===== src/sv/unix_time_to_calendar_defines.svh =====
// Assertion helpers used by the block's top-level RTL file.
`ifndef UNIX_TIME_TO_CALENDAR_DEFINES_SVH
`define UNIX_TIME_TO_CALENDAR_DEFINES_SVH

// Same-cycle implication, checked out of reset.
`define UTTC_ASSERT_IMPLY(lbl, ante, cons) \
  lbl: assert property (@(posedge clk) disable iff (!rst_n) (ante) |-> (cons)) \
    else $error("uttc: same-cycle check failed");

// Next-cycle implication, checked out of reset.
`define UTTC_ASSERT_NEXT(lbl, ante, cons) \
  lbl: assert property (@(posedge clk) disable iff (!rst_n) (ante) |=> (cons)) \
    else $error("uttc: next-cycle check failed");

`endif


===== src/sv/uttc_pkg.sv =====
package uttc_pkg;

  localparam logic [32:0] SECS_COMMON_YEAR = 33'd31536000;
  localparam logic [32:0] SECS_LEAP_YEAR   = 33'd31622400;
  localparam logic [16:0] SECS_DAY         = 17'd86400;
  localparam logic [16:0] SECS_HOUR        = 17'd3600;
  localparam logic [16:0] SECS_MINUTE      = 17'd60;
  localparam logic [16:0] DAYS_WEEK        = 17'd7;
  localparam logic [11:0] EPOCH_YEAR       = 12'd1970;
  localparam logic [11:0] CENTURY_NON_LEAP = 12'd2100;
  // 1970-01-01 was a Thursday; Monday is 0.
  localparam logic [2:0]  EPOCH_WEEKDAY    = 3'd3;

  // Divide phases of the shared compare-subtract unit.
  localparam logic [1:0] PH_DAY  = 2'd0;
  localparam logic [1:0] PH_HOUR = 2'd1;
  localparam logic [1:0] PH_MIN  = 2'd2;
  localparam logic [1:0] PH_DOW  = 2'd3;

  typedef struct packed {
    logic       load;
    logic       year_step;
    logic       div_step;
    logic       div_first;
    logic       div_end;
    logic [1:0] div_phase;
    logic [3:0] div_shift;
    logic       month_step;
    logic       out_load;
  } uttc_cmd_t;

  typedef struct packed {
    logic year_done;
    logic month_done;
  } uttc_sts_t;

  // Years seen here run 1970..2106, so 2100 is the only century to exclude.
  function automatic logic is_leap(input logic [11:0] year);
    is_leap = (year[1:0] == 2'b00) && (year != CENTURY_NON_LEAP);
  endfunction

  function automatic logic [4:0] month_len(input logic [3:0] month, input logic leap);
    unique case (month)
      4'd2:                      month_len = leap ? 5'd29 : 5'd28;
      4'd4, 4'd6, 4'd9, 4'd11:   month_len = 5'd30;
      default:                   month_len = 5'd31;
    endcase
  endfunction

  function automatic logic [16:0] div_const(input logic [1:0] phase);
    unique case (phase)
      PH_DAY:  div_const = SECS_DAY;
      PH_HOUR: div_const = SECS_HOUR;
      PH_MIN:  div_const = SECS_MINUTE;
      default: div_const = DAYS_WEEK;
    endcase
  endfunction

  // Highest quotient bit of each phase: days < 512, hours < 32, minutes < 64,
  // weeks in a year < 64.
  function automatic logic [3:0] div_top(input logic [1:0] phase);
    unique case (phase)
      PH_DAY:  div_top = 4'd8;
      PH_HOUR: div_top = 4'd4;
      PH_MIN:  div_top = 4'd5;
      default: div_top = 4'd5;
    endcase
  endfunction

endpackage


===== src/sv/uttc_ctrl.sv =====
module uttc_ctrl
  import uttc_pkg::*;
(
  input  logic      clk,
  input  logic      rst_n,
  input  logic      in_valid,
  output logic      in_stall,
  output logic      out_valid,
  input  logic      out_stall,
  input  uttc_sts_t sts,
  output uttc_cmd_t cmd
);

  localparam logic [2:0] S_IDLE  = 3'd0;
  localparam logic [2:0] S_YEAR  = 3'd1;
  localparam logic [2:0] S_DIV   = 3'd2;
  localparam logic [2:0] S_MONTH = 3'd3;
  localparam logic [2:0] S_OUT   = 3'd4;

  logic [2:0] state_r, state_nxt;
  logic [1:0] phase_r, phase_nxt;
  logic [3:0] shift_r, shift_nxt;
  logic       out_valid_r, out_valid_nxt;
  logic [1:0] phase_after;

  always_comb begin
    unique case (phase_r)
      PH_DAY:  phase_after = PH_HOUR;
      PH_HOUR: phase_after = PH_MIN;
      PH_MIN:  phase_after = PH_DOW;
      default: phase_after = PH_DAY;
    endcase
  end

  always_comb begin
    state_nxt      = state_r;
    phase_nxt      = phase_r;
    shift_nxt      = shift_r;
    cmd            = '0;
    cmd.div_phase  = phase_r;
    cmd.div_shift  = shift_r;
    cmd.div_first  = (shift_r == div_top(phase_r));
    cmd.div_end    = (shift_r == 4'd0);
    unique case (state_r)
      S_IDLE: begin
        if (in_valid) begin
          cmd.load  = 1'b1;
          state_nxt = S_YEAR;
        end
      end
      S_YEAR: begin
        cmd.year_step = 1'b1;
        if (sts.year_done) begin
          state_nxt = S_DIV;
          phase_nxt = PH_DAY;
          shift_nxt = div_top(PH_DAY);
        end
      end
      S_DIV: begin
        cmd.div_step = 1'b1;
        if (shift_r == 4'd0) begin
          if (phase_r == PH_DOW) begin
            state_nxt = S_MONTH;
          end else begin
            phase_nxt = phase_after;
            shift_nxt = div_top(phase_after);
          end
        end else begin
          shift_nxt = shift_r - 4'd1;
        end
      end
      S_MONTH: begin
        cmd.month_step = 1'b1;
        if (sts.month_done) begin
          state_nxt = S_OUT;
        end
      end
      S_OUT: begin
        if (!out_valid_r || !out_stall) begin
          cmd.out_load = 1'b1;
          state_nxt    = S_IDLE;
        end
      end
      default: begin
        state_nxt = S_IDLE;
      end
    endcase
  end

  always_comb begin
    priority if (cmd.out_load) begin
      out_valid_nxt = 1'b1;
    end else if (!out_stall) begin
      out_valid_nxt = 1'b0;
    end else begin
      out_valid_nxt = out_valid_r;
    end
  end

  always_ff @(posedge clk) begin
    if (!rst_n) begin
      state_r     <= S_IDLE;
      phase_r     <= PH_DAY;
      shift_r     <= 4'd0;
      out_valid_r <= 1'b0;
    end else begin
      state_r     <= state_nxt;
      phase_r     <= phase_nxt;
      shift_r     <= shift_nxt;
      out_valid_r <= out_valid_nxt;
    end
  end

  assign in_stall  = (state_r != S_IDLE);
  assign out_valid = out_valid_r;

endmodule


===== src/sv/uttc_dp.sv =====
module uttc_dp
  import uttc_pkg::*;
(
  input  logic        clk,
  input  uttc_cmd_t   cmd,
  output uttc_sts_t   sts,
  input  logic [31:0] in_timestamp,
  output logic [11:0] out_year,
  output logic [3:0]  out_month,
  output logic [4:0]  out_day,
  output logic [4:0]  out_hour,
  output logic [5:0]  out_minute,
  output logic [5:0]  out_second,
  output logic [2:0]  out_weekday
);

  logic [31:0] ts_r;
  logic [32:0] acc_r;
  logic [11:0] year_r;
  logic [2:0]  ywd_r;
  logic [24:0] w_r;
  logic [8:0]  q_r;
  logic [8:0]  doy_r;
  logic [8:0]  mday_r;
  logic [3:0]  month_r;
  logic [4:0]  hour_r;
  logic [5:0]  minute_r;
  logic [5:0]  second_r;
  logic [2:0]  wd_r;

  logic [11:0] out_year_r;
  logic [3:0]  out_month_r;
  logic [4:0]  out_day_r;
  logic [4:0]  out_hour_r;
  logic [5:0]  out_minute_r;
  logic [5:0]  out_second_r;
  logic [2:0]  out_weekday_r;

  logic        leap;
  logic [32:0] acc_sum;
  logic [31:0] ts_left;
  logic [3:0]  ywd_sum;
  logic [24:0] dvs;
  logic [25:0] trial;
  logic        ge;
  logic [24:0] w_nxt;
  logic [8:0]  q_nxt;
  logic [3:0]  wd_sum;
  logic [4:0]  mlen;

  assign leap    = is_leap(year_r);
  assign acc_sum = acc_r + (leap ? SECS_LEAP_YEAR : SECS_COMMON_YEAR);
  assign ts_left = ts_r - acc_r[31:0];
  assign ywd_sum = {1'b0, ywd_r} + (leap ? 4'd2 : 4'd1);

  assign dvs   = {8'd0, div_const(cmd.div_phase)} << cmd.div_shift;
  assign trial = {1'b0, w_r} - {1'b0, dvs};
  assign ge    = !trial[25];
  assign w_nxt = ge ? trial[24:0] : w_r;
  assign q_nxt = cmd.div_first ? {8'd0, ge} : {q_r[7:0], ge};

  assign wd_sum = {1'b0, ywd_r} + {1'b0, w_nxt[2:0]};
  assign mlen   = month_len(month_r, leap);

  assign sts.year_done  = (acc_sum > {1'b0, ts_r});
  assign sts.month_done = (mday_r < {4'd0, mlen});

  always_ff @(posedge clk) begin
    if (cmd.load) begin
      ts_r    <= in_timestamp;
      acc_r   <= '0;
      year_r  <= EPOCH_YEAR;
      ywd_r   <= EPOCH_WEEKDAY;
      month_r <= 4'd1;
    end
    if (cmd.year_step) begin
      if (sts.year_done) begin
        w_r <= ts_left[24:0];
      end else begin
        acc_r  <= acc_sum;
        year_r <= year_r + 12'd1;
        ywd_r  <= (ywd_sum >= 4'd7) ? 3'(ywd_sum - 4'd7) : ywd_sum[2:0];
      end
    end
    if (cmd.div_step) begin
      q_r <= q_nxt;
      // Reload the day of year for the weekday phase.
      if (cmd.div_end && (cmd.div_phase == PH_MIN)) begin
        w_r <= {16'd0, doy_r};
      end else begin
        w_r <= w_nxt;
      end
      if (cmd.div_end) begin
        unique case (cmd.div_phase)
          PH_DAY: begin
            doy_r  <= q_nxt;
            mday_r <= q_nxt;
          end
          PH_HOUR: begin
            hour_r <= q_nxt[4:0];
          end
          PH_MIN: begin
            minute_r <= q_nxt[5:0];
            second_r <= w_nxt[5:0];
          end
          default: begin
            wd_r <= (wd_sum >= 4'd7) ? 3'(wd_sum - 4'd7) : wd_sum[2:0];
          end
        endcase
      end
    end
    if (cmd.month_step && !sts.month_done) begin
      mday_r  <= mday_r - {4'd0, mlen};
      month_r <= month_r + 4'd1;
    end
    if (cmd.out_load) begin
      out_year_r    <= year_r;
      out_month_r   <= month_r;
      out_day_r     <= mday_r[4:0] + 5'd1;
      out_hour_r    <= hour_r;
      out_minute_r  <= minute_r;
      out_second_r  <= second_r;
      out_weekday_r <= wd_r + 3'd1;
    end
  end

  assign out_year    = out_year_r;
  assign out_month   = out_month_r;
  assign out_day     = out_day_r;
  assign out_hour    = out_hour_r;
  assign out_minute  = out_minute_r;
  assign out_second  = out_second_r;
  assign out_weekday = out_weekday_r;

endmodule


===== src/sv/unix_time_to_calendar.sv =====
// Channel   Direction  Handshake           Payload
// in_       request    in_valid/in_stall   timestamp[31:0]
// out_      result     out_valid/out_stall year, month, day, hour, minute, second, weekday
//
// A request runs through the year walk, one year per cycle over the whole years since
// 1970 (0..136), four divide phases and the month walk over the whole months passed in
// the year (0..11), and is then loaded into the output register.
// Reset (rst_n low, synchronous) clears the controller and drops any pending result.
// in_stall is high while a request is in flight. A finished result waits in the
// output register under out_stall while the next request is already taken.
`include "unix_time_to_calendar_defines.svh"

module unix_time_to_calendar
  import uttc_pkg::*;
(
  input  logic        clk,
  input  logic        rst_n,
  input  logic        in_valid,
  output logic        in_stall,
  input  logic [31:0] in_timestamp,
  output logic        out_valid,
  input  logic        out_stall,
  output logic [11:0] out_year,
  output logic [3:0]  out_month,
  output logic [4:0]  out_day,
  output logic [4:0]  out_hour,
  output logic [5:0]  out_minute,
  output logic [5:0]  out_second,
  output logic [2:0]  out_weekday
);

  uttc_cmd_t cmd;
  uttc_sts_t sts;

  // Sequencer: year walk, four divide phases on the shared compare-subtract
  // unit (days, hours, minutes, weekday of the day of year), then month walk.
  uttc_ctrl u_ctrl (
    .clk       (clk),
    .rst_n     (rst_n),
    .in_valid  (in_valid),
    .in_stall  (in_stall),
    .out_valid (out_valid),
    .out_stall (out_stall),
    .sts       (sts),
    .cmd       (cmd)
  );

  // Datapath: year accumulator, divide unit, month walk and output register.
  uttc_dp u_dp (
    .clk          (clk),
    .cmd          (cmd),
    .sts          (sts),
    .in_timestamp (in_timestamp),
    .out_year     (out_year),
    .out_month    (out_month),
    .out_day      (out_day),
    .out_hour     (out_hour),
    .out_minute   (out_minute),
    .out_second   (out_second),
    .out_weekday  (out_weekday)
  );

  // Hold off new requests once one is taken.
  `UTTC_ASSERT_NEXT(a_busy_after_accept, in_valid && !in_stall, in_stall)
  // Never overwrite a result that is still waiting.
  `UTTC_ASSERT_IMPLY(a_no_overwrite, cmd.out_load, !out_valid || !out_stall)
  // A presented result is a legal calendar instant.
  `UTTC_ASSERT_IMPLY(a_fields_legal, out_valid,
    out_month != 4'd0 && out_month <= 4'd12 && out_day != 5'd0 &&
    out_hour <= 5'd23 && out_minute <= 6'd59 && out_second <= 6'd59 &&
    out_weekday != 3'd0)

endmodule


===== config.mk =====
export PLATFORM = sky130hd
export DESIGN_NAME = unix_time_to_calendar
export DESIGN_NICKNAME = d
export VERILOG_FILES = /design/src/sv/uttc_pkg.sv /design/src/sv/uttc_ctrl.sv /design/src/sv/uttc_dp.sv /design/src/sv/unix_time_to_calendar.sv
export VERILOG_INCLUDE_DIRS = /design/src /design/src/sv
export SDC_FILE = /design/constraint.sdc
export NUM_CORES = 1
export LEC_CHECK = 0
export BUFFER_PORTS_ARGS = -buffer_cell sky130_fd_sc_hd__buf_2
export CAP_MARGIN = 20
export CELL_PAD_IN_SITES_DETAIL_PLACEMENT = 2
export CELL_PAD_IN_SITES_GLOBAL_PLACEMENT = 2
export CORE_UTILIZATION = 43
export DETAILED_ROUTE_END_ITERATION = 8
export PLACE_DENSITY = 0.92
export SETUP_SLACK_MARGIN = 0.5
export SYNTH_ARGS = -nofsm -noshare
export SYNTH_HDL_FRONTEND = slang
export SYNTH_SLANG_ARGS = --single-unit
export TNS_END_PERCENT = 5

===== constraint.sdc =====
create_clock -name clk -period 18.25 [get_ports clk]
set_clock_uncertainty 0.05 [all_clocks]
set_input_delay 2.7375 -clock clk [delete_from_list [all_inputs] [get_ports clk]]
set_output_delay 2.7375 -clock clk [all_outputs]
set_load 0.1 [all_outputs]

# After elaboration in Yosys (flattened, before gate mapping)
# Index checks and enable logic that the tools add are counted.
# totals
regBits	206
input_bits	36
out_inout_bits	43
wordCells	157
# classes
addsub	13
magnitude_cmp	4
eq_ne	25
shifts	1
mux	55
n_bitwise	1
reduce_logical	33
# ops
cell	count
$mux 25	5
$mux 33	3
$pmux 17 s3	1
$mux 9	5
$mux 12	3
$add 33x25->33	1
$gt 33x32->1	1
$mux 3	11
$sub 25x25->26	1
$shl 17x4->25	1
$sub 25x25->25	1
$pmux 4 s2	3
$reduce_and 3->1	7
$mux 4	5
$mux 18	1
$pmux 3 s5	1
$reduce_bool 2->1	7
$add 12x1->12 const B	1
$ne 12x12->1 const B	1
$mux 1	10
$ne 2x1->1 const B	5
$pmux 5 s2	1
$lt 9x5->1	1
$sub 9x5->9	1
other kinds (35)	55

# Logic depth before layout (Yosys ltp)
# Gate-level depths: netlist (run 1).
# depth
depth_word	10
mapped_depth	25
mapped_depth_nobuf	23

# Modules after synthesis
# A second synthesis (run 1) with hierarchy kept.
# hier_totals
hier_cells	1272
hier_area_um2	13031.2
# modules_own_cells
mod	n_inst	cells_each	area_per_inst_um2	seq_area_each_um2
uttc_dp	1	1185	12290.5	5475.3
uttc_ctrl	1	87	740.7	200.2

# Least setup slack after synthesis (run 1)
# No wires, ideal clock.
# synth_path
kind	register to register
startpoint	register u_dp.year_r[3]
endpoint	register u_dp.w_r[10] (enable)
setup_time_ns	0.339
t_arrival_ns	5.670
t_required_ns	17.861
path_slack_ns	12.191
stages_incl_launch_ff	22
n_path_buf	1
period_less_slack_ns	6.059
path_cell_list	dfxtp_1 > or4b_4 > o31ai_1 > clkbuf_1 > ha_1 > inv_1 > ha_1 > o21ai_0 > nand4_1 > o21ai_0 > a31oi_1 > nand3b_1 > xnor2_1 > ha_1 > a211oi_1 > o21ai_0 > a211oi_1 > o21ai_0 > o2bb2ai_1 > a311oi_1 > a21oi_1 > o21a_1
# synth_between
elab_chain_cells	7
# synth_lines
element	line_no	text
start: declaration	uttc_dp.sv:19	logic [11:0] year_r;
start signal: assignment	uttc_dp.sv:81	year_r <= year_r + 12'd1;
$ne 12x12->1	uttc_pkg.sv:39	is_leap = (year[1:0] == 2'b00) && (year != CENTURY_NON_LEAP);
$logic_and 1x1->1	uttc_pkg.sv:39	
$mux 18	uttc_dp.sv:52	assign acc_sum = acc_r + (leap ? SECS_LEAP_YEAR : SECS_COMMON_YEAR);
$add 33x25->33	uttc_dp.sv:52	
$gt 33x32->1	uttc_dp.sv:65	assign sts.year_done = (acc_sum > {1'b0, ts_r});
$reduce_bool 2->1 (no line)	n/a	
$reduce_and 3->1 (no line)	n/a	
end signal: assignment	uttc_dp.sv:78	w_r <= ts_left[24:0];
end signal: assignment	uttc_dp.sv:89	w_r <= {16'd0, doy_r};
end signal: assignment	uttc_dp.sv:91	w_r <= w_nxt;
end: declaration	uttc_dp.sv:21	logic [24:0] w_r;
# No other way between the ends.
# A chain may end at the register's enable or synchronous reset.

# Worst setup path in the final report (run 1)
# layout_path
startpoint	register u_dp.year_r[2]
endpoint	register u_dp.w_r[20] (enable)
# The elaborated chain is that of the path after synthesis.

==> flow_summary.yaml, run 1 <==
status:
  outcome: "completed"
synth:
  yosysTopAreaCell: "edfxtp_1"
  synth.avg_cell_area_sq_um: 9.77
  yosysUniqueCellTypes: 73
  synth_area_leaders: "edfxtp_1 36%, ha_1 10%, dfxtp_1 7.9%"
  ys_ff_latch: 206
  seq_area_frac_synth: 0.442
  postSynth.asyncResetShare: 0
  ys.flop_type: "edfxtp_1"
  syn_area_sq_mm: 0.0128
  syn_inst: 1315
  ys_warn_count: 0
  synth_top_area_share: 0.362
  synth-edff-count: 155
  synth_nets: 1461
critical_path:
  critPathLaunch: "u_dp.year_r[2]"
  r2r_slack_ns: 10.53
  critical_path.top_delay_family: "compound AO/OA/AOI/OAI gates"
  worstSetupEndpoint: "u_dp.w_r[20]"
  start_kind: "register"
  critical_path.max_fanout: 19
  path_cells: "or4b_1 > o31ai_2 > buf_4 > ha_1 > o21ai_0 > o22ai_1 > nand2_1 > o31ai_1 > a32o_1 > xnor2_1 > ha_1 > nand4_1 > nor4_1 > a21boi_0 > a2111oi_0 > o2bb2ai_1 > a311oi_1 > buf_4 > a21oi_1 > o21a_1"
  crit_path_end_kind: "register"
  path_depth: 20
  r2r-start: "u_dp.year_r[2]"
  cp_slowest_stage_delay_ns: 0.88
  cp_slowest_cell: "o21a_1"
  cp.required_ns: 18.36
  crit_buf_inv: 2
  reg2reg_depth: 20
  r2r_end: "u_dp.w_r[20]"
  path_class: "register to register"
  crit_arrival_ns: 7.83
global_routing:
  grt-ovfl-total: 0
  track_usage: 0.357
  grt_pass1_wl_um: 82400
  grt_max_degree: 73
  grt_pass1_vias: 12900
  antenna_found_initial: 0
timing:
  totalNegativeSetupSlack_ns: 0
  period_share: 0.423
  setup_viol: 0
  slew_viol_final: 0
  timing.final.ws_setup_ns: 10.53
  rsz0062_at_grt: "no"
  period_minus_slack_ns: 7.72
  maxSlewHeadroom: 0.196
  final_hold_viol_count: 0
  max_freq_mhz: 129
  worst_slew_pin_slew_ns: 1.20
clock_tree:
  cts_resized: 0
  cts_tree: "built"
  clockRootBuffer: "clkbuf_16"
  cts_htree_levels: 1
  cts_hold_buf: 0
  cts_setup_buffers: 0
  numCtsBuffers: 24
  path_clk_slew_ns: 0.07
  cts_max_path_buffers: 3
  worstSkewPairLatency_ns: 0.56
  clock_sinks: 206
power:
  irDropWorstVdd_mv: 0.0921
  power.density_mw_per_mm2: 133
  leakage_uw: 0.00578
floorplan:
  initial_core_util: 0.443
  die_x_um: 175
  io_pins: 79
  die_h_um: 175
  design.core.area_sq_mm: 0.0290
  rows: 62
  dieArea_sq_mm: 0.0306
route:
  post_drt_wl_per_cell_um: 30.6
  drt_iter0_drc: 945
  drtAntennaViolNets: 0
  viasPerCell: 6.54
  drc_errors: 0
  num_vias: 11600
  routed_wirelength_um: 54500
  first_pass_iters: 5
finish:
  n_fill_cell: 3044
  final_area_sq_mm: 0.0144
  final_util: 0.497
  final_nets: 1524
  drive_above_1_share: 0.113
  area_growth_pct: 12.2
worst_hold_path:
  hp-class: "register to register"
placed_design:
  dp_slack_ns: 10.90
  io_buffer_count: 78
  dpl_cell_area_sq_mm: 0.0136
  hpwl_um: 34800
  place_congestion: 0.889
run:
  cap_violations: 0
==> metal layers <==
layer | up-vias | GRT usage | routed length [um]
met1 | 5958 | 0.415 | 20900
met3 | 193 | 0.0474 | 2840
met2 | 533 | 0.631 | 27500
met4 | 0 | 0.203 | 3150
met5 | - | 0 | 0
li1 | 4965 | - | -
==> area by class of cell <==
class | count | area, sq um | area share
diodes | 1 | 2.50 | 0.000174
clock buffers | 32 | 661 | 0.0458
clock inverters | 12 | 123 | 0.00850
inverters | 96 | 360 | 0.0250
multi-input cells | 961 | 6630 | 0.460
flip-flops and latches | 206 | 5680 | 0.394
well taps | 384 | 480 | 0.0333
repair buffers | 89 | 485 | 0.0337
==> where the power goes <==
group / leakage (uW) / internal, uW / total, uW / switching (uW)
Combinational: 0.00355 / 287 / 787 / 501
Sequential: 0.00185 / 561 / 628 / 67.4
Clock: 0.000387 / 283 / 504 / 221
Total: 0.00578 / 1130 / 1920 / 789
==> cell usage after synthesis (25+ instances only) <==
cell type and instances:
xnor2_1 44, nand2_1 98, a21o_1 44, ha_1 105, clkbuf_1 42, xor2_1 34, edfxtp_1 155, inv_1 92
nor3_1 25, nor2_1 105, nand3_1 36, a21oi_1 93, o21ai_0 82, dfxtp_1 51
==> worst register-to-register path, stage by stage (launching register included) <==
cell       delay (ns)
dfxtp_1          0.47
or4b_1           0.58
o31ai_2          0.23
buf_4            0.26
ha_1             0.28
o21ai_0          0.13
o22ai_1          0.38
nand2_1          0.24
o31ai_1          0.35
a32o_1           0.28
xnor2_1          0.11
ha_1             0.31
nand4_1          0.17
nor4_1           0.72
a21boi_0         0.37
a2111oi_0        0.17
o2bb2ai_1        0.29
a311oi_1         0.14
buf_4            0.20
a21oi_1          0.70
o21a_1           0.88
==> through the flow <==
step	power (uW)	hold WS, ns	cells
2_1_floorplan	1100	0.350	1315
3_3_place_gp	1250	0.353	1735
3_5_place_dp	1330	0.357	1735
4_1_cts	1890	0.370	1779
5_1_grt	1980	0.380	1780
6_report	1920	0.369	1781
==> flip-flops by register name, indices dropped and copies added, names as in the netlist, 6 cells and up <==
register,flops
u_dp.mday_r,9
u_dp.q_r,8
u_dp.acc_r,33
u_dp.minute_r,6
u_dp.year_r,12
u_dp.out_year,12
u_dp.out_second,6
u_dp.ts_r,32
u_dp.out_minute,6
u_dp.doy_r,9
u_dp.second_r,6
u_dp.w_r,25
==> cells in the final DEF (no fill, tap or decap), types with 51 or more instances in the layout <==
cell      Yosys  final
ha_1        105    105
inv_1        92     92
nor2_1      105    105
dfxtp_1      51     51
a21oi_1      93     92
o21ai_0      82     82
buf_2         6     78
edfxtp_1    155    155
nand2_1      98     98
==> worst min-delay path by stage <==
| stage | start | endpoint | depth (start not counted) |
|---|---|---|---|
| after CTS | u_dp.minute_r[4] | u_dp.out_minute[4] | 0 |
| final | u_dp.minute_r[4] | u_dp.out_minute[4] | 0 |
| after detailed placement | u_dp.minute_r[4] | u_dp.out_minute[4] | 0 |
| after floorplan | u_dp.hour_r[0] | u_dp.out_hour[0] | 0 |
| after global routing | u_dp.minute_r[4] | u_dp.out_minute[4] | 0 |
| after global placement | u_dp.hour_r[0] | u_dp.out_hour[0] | 0 |
==> cell families (layout without fill, tap and decap cells) <==
group | count (synthesis) | count (layout) | synth area share
AND/OR/NAND/NOR | 377 | 377 | 0.142
buffers and inverters | 148 | 229 | 0.0438
multiplexers | 30 | 30 | 0.0251
XOR/XNOR | 78 | 78 | 0.0532
AO/OA/AOI/OAI | 366 | 366 | 0.184
flip-flops | 206 | 206 | 0.442
adder cells (fa/ha/maj) | 110 | 110 | 0.110
other | 0 | 1 | 0
(Power assumes the default switching activity.)
==> run 2: changes to the inputs <==
- ABC_AREA: not set -> 1
- CORE_UTILIZATION: 43 -> 34
- PLACE_DENSITY: 0.92 -> 0.82
- clock period: 18.25 -> 6.2 ns (I/O delays scaled with it)
==> flow_summary.yaml, run 2 <==
status:
  outcome: "completed"
placed_design:
  io_buffer_count: 78
  place_congestion: 0.816
  dp.cells: 2069
  dpl_cell_area_sq_mm: 0.0138
  dp_slack_ns: 0.262
  hpwl_um: 32500
global_routing:
  grt-ovfl-total: 0
  track_usage: 0.235
  grt_pass1_wl_um: 69800
  grt_max_degree: 62
  grt_pass1_vias: 12400
  antenna_found_initial: 1
finish:
  n_fill_cell: 4137
  area_growth_pct: 15.8
  largest_register_ffs: 33
  final_nets: 1746
  reg_top3: "u_dp.acc_r x33, u_dp.ts_r x32, u_dp.w_r x25"
  final_cell_count_no_fill: 2124
  top_register: "u_dp.acc_r"
  final_area_sq_mm: 0.0148
  layout_commonest_cell: "nand2_1"
  final_cell_mix: "321 x nand2_1, 223 x inv_1, 155 x edfxtp_1"
  diodes: 0
  drive_above_1_share: 0.115
synth:
  yosysUniqueCellTypes: 51
  ys_ff_latch: 206
  seq_area_frac_synth: 0.443
  yosys.cell_count.top_type: "nand2_1"
  synth-edff-count: 155
  ys.flop_type: "edfxtp_1"
  postSynth.asyncResetShare: 0
  yosys-top-cells-count: "321 x nand2_1, 224 x inv_1, 155 x edfxtp_1"
  synth_nets: 1652
  syn_inst: 1506
  ys_warn_count: 0
  yosysTopAreaCell: "edfxtp_1"
  syn_area_sq_mm: 0.0128
  synth_area_leaders: "edfxtp_1 36%, ha_1 10%, nand2_1 9.4%"
  synth.avg_cell_area_sq_um: 8.51
  synth_top_area_share: 0.363
clock_tree:
  cts_htree_levels: 1
  worstSkewPairLatency_ns: 0.56
  path_clk_slew_ns: 0.07
  cts_max_path_buffers: 3
  numCtsBuffers: 26
  cts_tree: "built"
  clock_sinks: 206
  clockRootBuffer: "clkbuf_16"
  cts_hold_buf: 0
route:
  drc_errors: 0
  drtAntennaViolNets: 0
  routed_wirelength_um: 45000
  first_pass_iters: 4
  num_vias: 11000
  viasPerCell: 5.19
  post_drt_wl_per_cell_um: 21.2
  drt_iter0_drc: 412
critical_path:
  r2r-start: "u_ctrl.phase_r[0]"
  reg2reg_depth: 27
  r2r_slack_ns: 0.66
  crit_path_end_kind: "register"
  r2r_end: "u_dp.wd_r[1]"
  cp.required_ns: 6.46
  start_kind: "register"
  critical_path.max_fanout: 9
  path_class: "register to register"
  crit_arrival_ns: 5.80
timing:
  max_freq_mhz: 180
  period_minus_slack_ns: 5.54
  setup_viol: 0
  period_share: 0.894
  slew_viol_final: 0
  totalNegativeSetupSlack_ns: 0
  hold-worst-slack_ns: 0.379
  maxSlewHeadroom: 0.379
  rsz0062_at_grt: "yes"
  timing.final.ws_setup_ns: 0.658
  final_hold_viol_count: 0
  worst_slew_pin_slew_ns: 0.930
power:
  p_int_uw: 4890
  combPwrFrac: 0.577
  power.density_mw_per_mm2: 642
  irDropWorstVdd_mv: 0.259
  power.switching_uw: 4640
  leakage_uw: 0.00658
  p_sw_frac: 0.487
  power_frac_clock: 0.175
  seqPwrFrac: 0.248
worst_hold_path:
  worst_hold_path.endpoint: "u_dp.out_minute[4]"
  hp-class: "register to register"
  min_from: "u_dp.minute_r[4]"
  hold_path_depth: 0
floorplan:
  design.core.area_sq_mm: 0.0369
  initial_core_util: 0.348
  io_pins: 79
  rows: 70
  dieArea_sq_mm: 0.0385
  die_x_um: 196
  die_h_um: 196
run:
  cap_violations: 0
## run 2: final cells by class
class	count	area, sq um	share of cell area
clock buffers	31	701	0.0472
multi-input cells	1039	6190	0.417
flip-flops and latches	206	5680	0.383
clock inverters	17	221	0.0149
repair buffers	95	549	0.0370
inverters	232	873	0.0588
well taps	504	631	0.0425
## run 2: how the worst max path moves through the flow
stage | from | depth (start not counted) | to
finish | u_ctrl.phase_r[0] | 27 | u_dp.wd_r[1]
global route | u_ctrl.phase_r[0] | 26 | u_dp.wd_r[1]
CTS | u_ctrl.shift_r[0] | 24 | u_dp.wd_r[1]
detailed placement | u_ctrl.shift_r[1] | 22 | u_dp.wd_r[1]
global placement | u_ctrl.shift_r[1] | 22 | u_dp.wd_r[1]
floorplan | u_dp.year_r[0] | 35 | u_dp.w_r[10]
## run 2: timing repair
action,CTS,global route
gates resized for setup,6,12
pin swaps,0,4
hold endpoints to repair,0,0
setup endpoints to repair,66,72
buffers inserted,0,6
gates cloned,1,0
## run 2: kinds of logic (layout without fill, tap and decap cells)
family	after synthesis	after routing	share of synthesized area
fa+ha+maj	110	110	0.110
compound gates	265	265	0.115
mux	9	9	0.00712
simple gates	573	574	0.191
xor+xnor	81	81	0.0553
flops	206	206	0.443
buf+inv	262	375	0.0790
## run 2: critical path, stage by stage, from the launching register on
cell and delay (ns):
dfxtp_1 0.33, inv_1 0.11, ha_1 0.24, inv_1 0.15, nor2_2 0.20, inv_1 0.11, nor2_1 0.16, a21oi_1 0.08
mux2i_1 0.24, buf_4 0.16, a22oi_1 0.06, ha_1 0.22, a21oi_1 0.18, o21ai_0 0.14, a21oi_1 0.17, nor2_1 0.06
a211oi_1 0.25, nand2_1 0.22, inv_4 0.17, or2_2 0.13, o21a_1 0.16, inv_1 0.10, ha_1 0.24, fa_1 0.54
ha_1 0.16, inv_1 0.07, o21ai_2 0.20, mux2_2 0.36
## run 2: power by group through the flow
| stage | clock network (uW) | logic (uW) | registers [uW] |
|---|---|---|---|
| floorplan | 0 | 3630 | 2300 |
| global placement | 0 | 4790 | 2340 |
| detailed placement | 0 | 5220 | 2380 |
| CTS | 1700 | 5440 | 2360 |
| global route | 1740 | 6090 | 2400 |
| finish | 1670 | 5500 | 2370 |
## run 2: per-layer routing
metal,routed length [um],global-route usage,vias to the layer above
li1,-,-,5236
met1,18300,0.268,5502
met2,23400,0.437,174
met3,1390,0.0337,109
met4,1900,0.0958,2
met5,13,0,-
## run 2: per-stage QoR
| step | util | power, uW |
|---|---|---|
| final | 0.403 | 9530 |
| after global routing | 0.403 | 10200 |
| after CTS | 0.400 | 9500 |
| after detailed placement | 0.375 | 7600 |
| after global placement | 0.374 | 7130 |
| after floorplan | - | 5930 |
==> run 3: changes to the inputs <==
- ABC_AREA: 1 -> not set
- CORE_UTILIZATION: 34 -> 36
- PLACE_DENSITY: 0.82 -> 0.83
==> flow_summary.yaml, run 3 (synthesis results as in run 1) <==
global_routing:
  grt-ovfl-total: 0
  grt_max_degree: 50
  grt_pass1_vias: 12000
  track_usage: 0.238
  antenna_found_initial: 0
  grt_pass1_wl_um: 67800
timing:
  timing.final.ws_setup_ns: 0.598
  slew_viol_final: 0
  worst_slew_pin_slew_ns: 0.843
  max_freq_mhz: 179
  final_hold_viol_count: 0
  period_share: 0.904
  period_minus_slack_ns: 5.60
  setup_viol: 0
  totalNegativeSetupSlack_ns: 0
  rsz0062_at_grt: "yes"
  maxSlewHeadroom: 0.438
finish:
  final_cell_mix: "155 x edfxtp_1, 103 x nor2_1, 98 x nand2_1"
  final_area_sq_mm: 0.0150
  diodes: 0
  layout_commonest_cell: "edfxtp_1"
  reg_top3: "u_dp.acc_r x33, u_dp.ts_r x32, u_dp.w_r x25"
  final_nets: 1552
  top_register: "u_dp.acc_r"
  drive_above_1_share: 0.171
  area_growth_pct: 17.0
  largest_register_ffs: 33
floorplan:
  io_pins: 79
  dieArea_sq_mm: 0.0364
  design.core.area_sq_mm: 0.0348
  die_h_um: 191
  initial_core_util: 0.369
  die_x_um: 191
  rows: 68
route:
  drc_errors: 0
  routed_wirelength_um: 43300
  drt_iter0_drc: 583
  viasPerCell: 5.73
  first_pass_iters: 6
  num_vias: 10800
  post_drt_wl_per_cell_um: 23.0
  drtAntennaViolNets: 0
placed_design:
  place_congestion: 0.837
  dpl_cell_area_sq_mm: 0.0139
  io_buffer_count: 78
  dp_slack_ns: 0.0864
  hpwl_um: 31500
clock_tree:
  cts_max_path_buffers: 3
  cts_htree_levels: 1
  worstSkewPairLatency_ns: 0.54
  clock_sinks: 206
  numCtsBuffers: 24
  clockRootBuffer: "clkbuf_16"
  cts_tree: "built"
  cts_hold_buf: 0
  path_clk_slew_ns: 0.06
power:
  power.density_mw_per_mm2: 363
  irDropWorstVdd_mv: 0.215
  leakage_uw: 0.00596
critical_path:
  cp.required_ns: 6.41
  crit_path_end_kind: "register"
  crit_arrival_ns: 5.81
  path_class: "register to register"
  critical_path.max_fanout: 9
  start_kind: "register"
run:
  cap_violations: 0
worst_hold_path:
  hp-class: "register to register"
status:
  outcome: "completed"
## run 3: cell types whose count changed in the layout (fill, tap and decap cells not counted), moves of 23 or more
cell     delta
nand2_1   -223
o21ai_0    -29
a21o_1     +42
nand3_1    -47
inv_1     -133
buf_4      +23
## run 3: what timing repair did
| action | CTS | global route |
|---|---|---|
| buffers inserted | 3 | 9 |
| hold endpoints to repair | 0 | 0 |
| gates resized for setup | 29 | 49 |
| setup endpoints to repair | 91 | 83 |
| pin swaps | 4 | 13 |
## run 3: where the power goes
| part | leakage (uW) | internal (uW) | switching [uW] | total [uW] |
|---|---|---|---|---|
| clock network | 0.000393 | 841 | 589 | 1430 |
| registers | 0.00185 | 1650 | 188 | 1840 |
| logic | 0.00372 | 914 | 1270 | 2180 |
| total | 0.00596 | 3410 | 2040 | 5450 |
## run 3: final cells by class
class / count / area (sq um)
Clock buffer: 30 / 664
Multi-Input combinational cell: 961 / 6930
Clock inverter: 13 / 123
Sequential cell: 206 / 5680
Tap cell: 455 / 569
Fill cell: 3690 / 19800
Inverter: 96 / 360
Timing Repair Buffer: 117 / 708
## run 3: critical path, cell delays in order, from the launching register on
cell	delay [ns]
dfxtp_2	0.37
inv_1	0.14
ha_2	0.34
nor2b_2	0.29
a21oi_1	0.07
o211ai_1	0.25
o21ai_0	0.17
ha_2	0.43
nand3_1	0.14
nor2_1	0.21
and2_1	0.19
a32o_2	0.24
a31oi_4	0.12
o21ai_2	0.17
buf_4	0.17
mux2_2	0.38
inv_1	0.09
ha_1	0.21
fa_1	0.45
ha_1	0.26
a21oi_2	0.21
mux2_2	0.38
## run 3: routing by layer
| layer | vias to the layer above | share of wire | global-route usage |
|---|---|---|---|
| met1 | 5456 | 0.42 | 0.289 |
| li1 | 5021 | - | - |
| met5 | - | 0 | 0 |
| met4 | 0 | 0.032 | 0.0794 |
| met2 | 196 | 0.51 | 0.434 |
| met3 | 81 | 0.030 | 0.0242 |
## run 3: final timing paths
check                       end         startpoint  depth (start not counted)  slack (ns)
min reg2reg  u_dp.out_second[4]   u_dp.second_r[4]                          0        0.37
min          u_dp.out_second[4]   u_dp.second_r[4]                          0        0.37
max                u_dp.wd_r[1]  u_ctrl.phase_r[1]                         21        0.60
max reg2reg        u_dp.wd_r[1]  u_ctrl.phase_r[1]                         21        0.60
## run 3: metrics by stage
step                std cells  hold WS [ns]  power, uW   util
floorplan                1315         0.350       3230      -
global placement         1823         0.354       3680  0.398
detailed placement       1823         0.356       3850  0.398
CTS                      1869         0.370       5360  0.425
global route             1878         0.378       5750  0.432
finish                   1878         0.370       5450  0.432
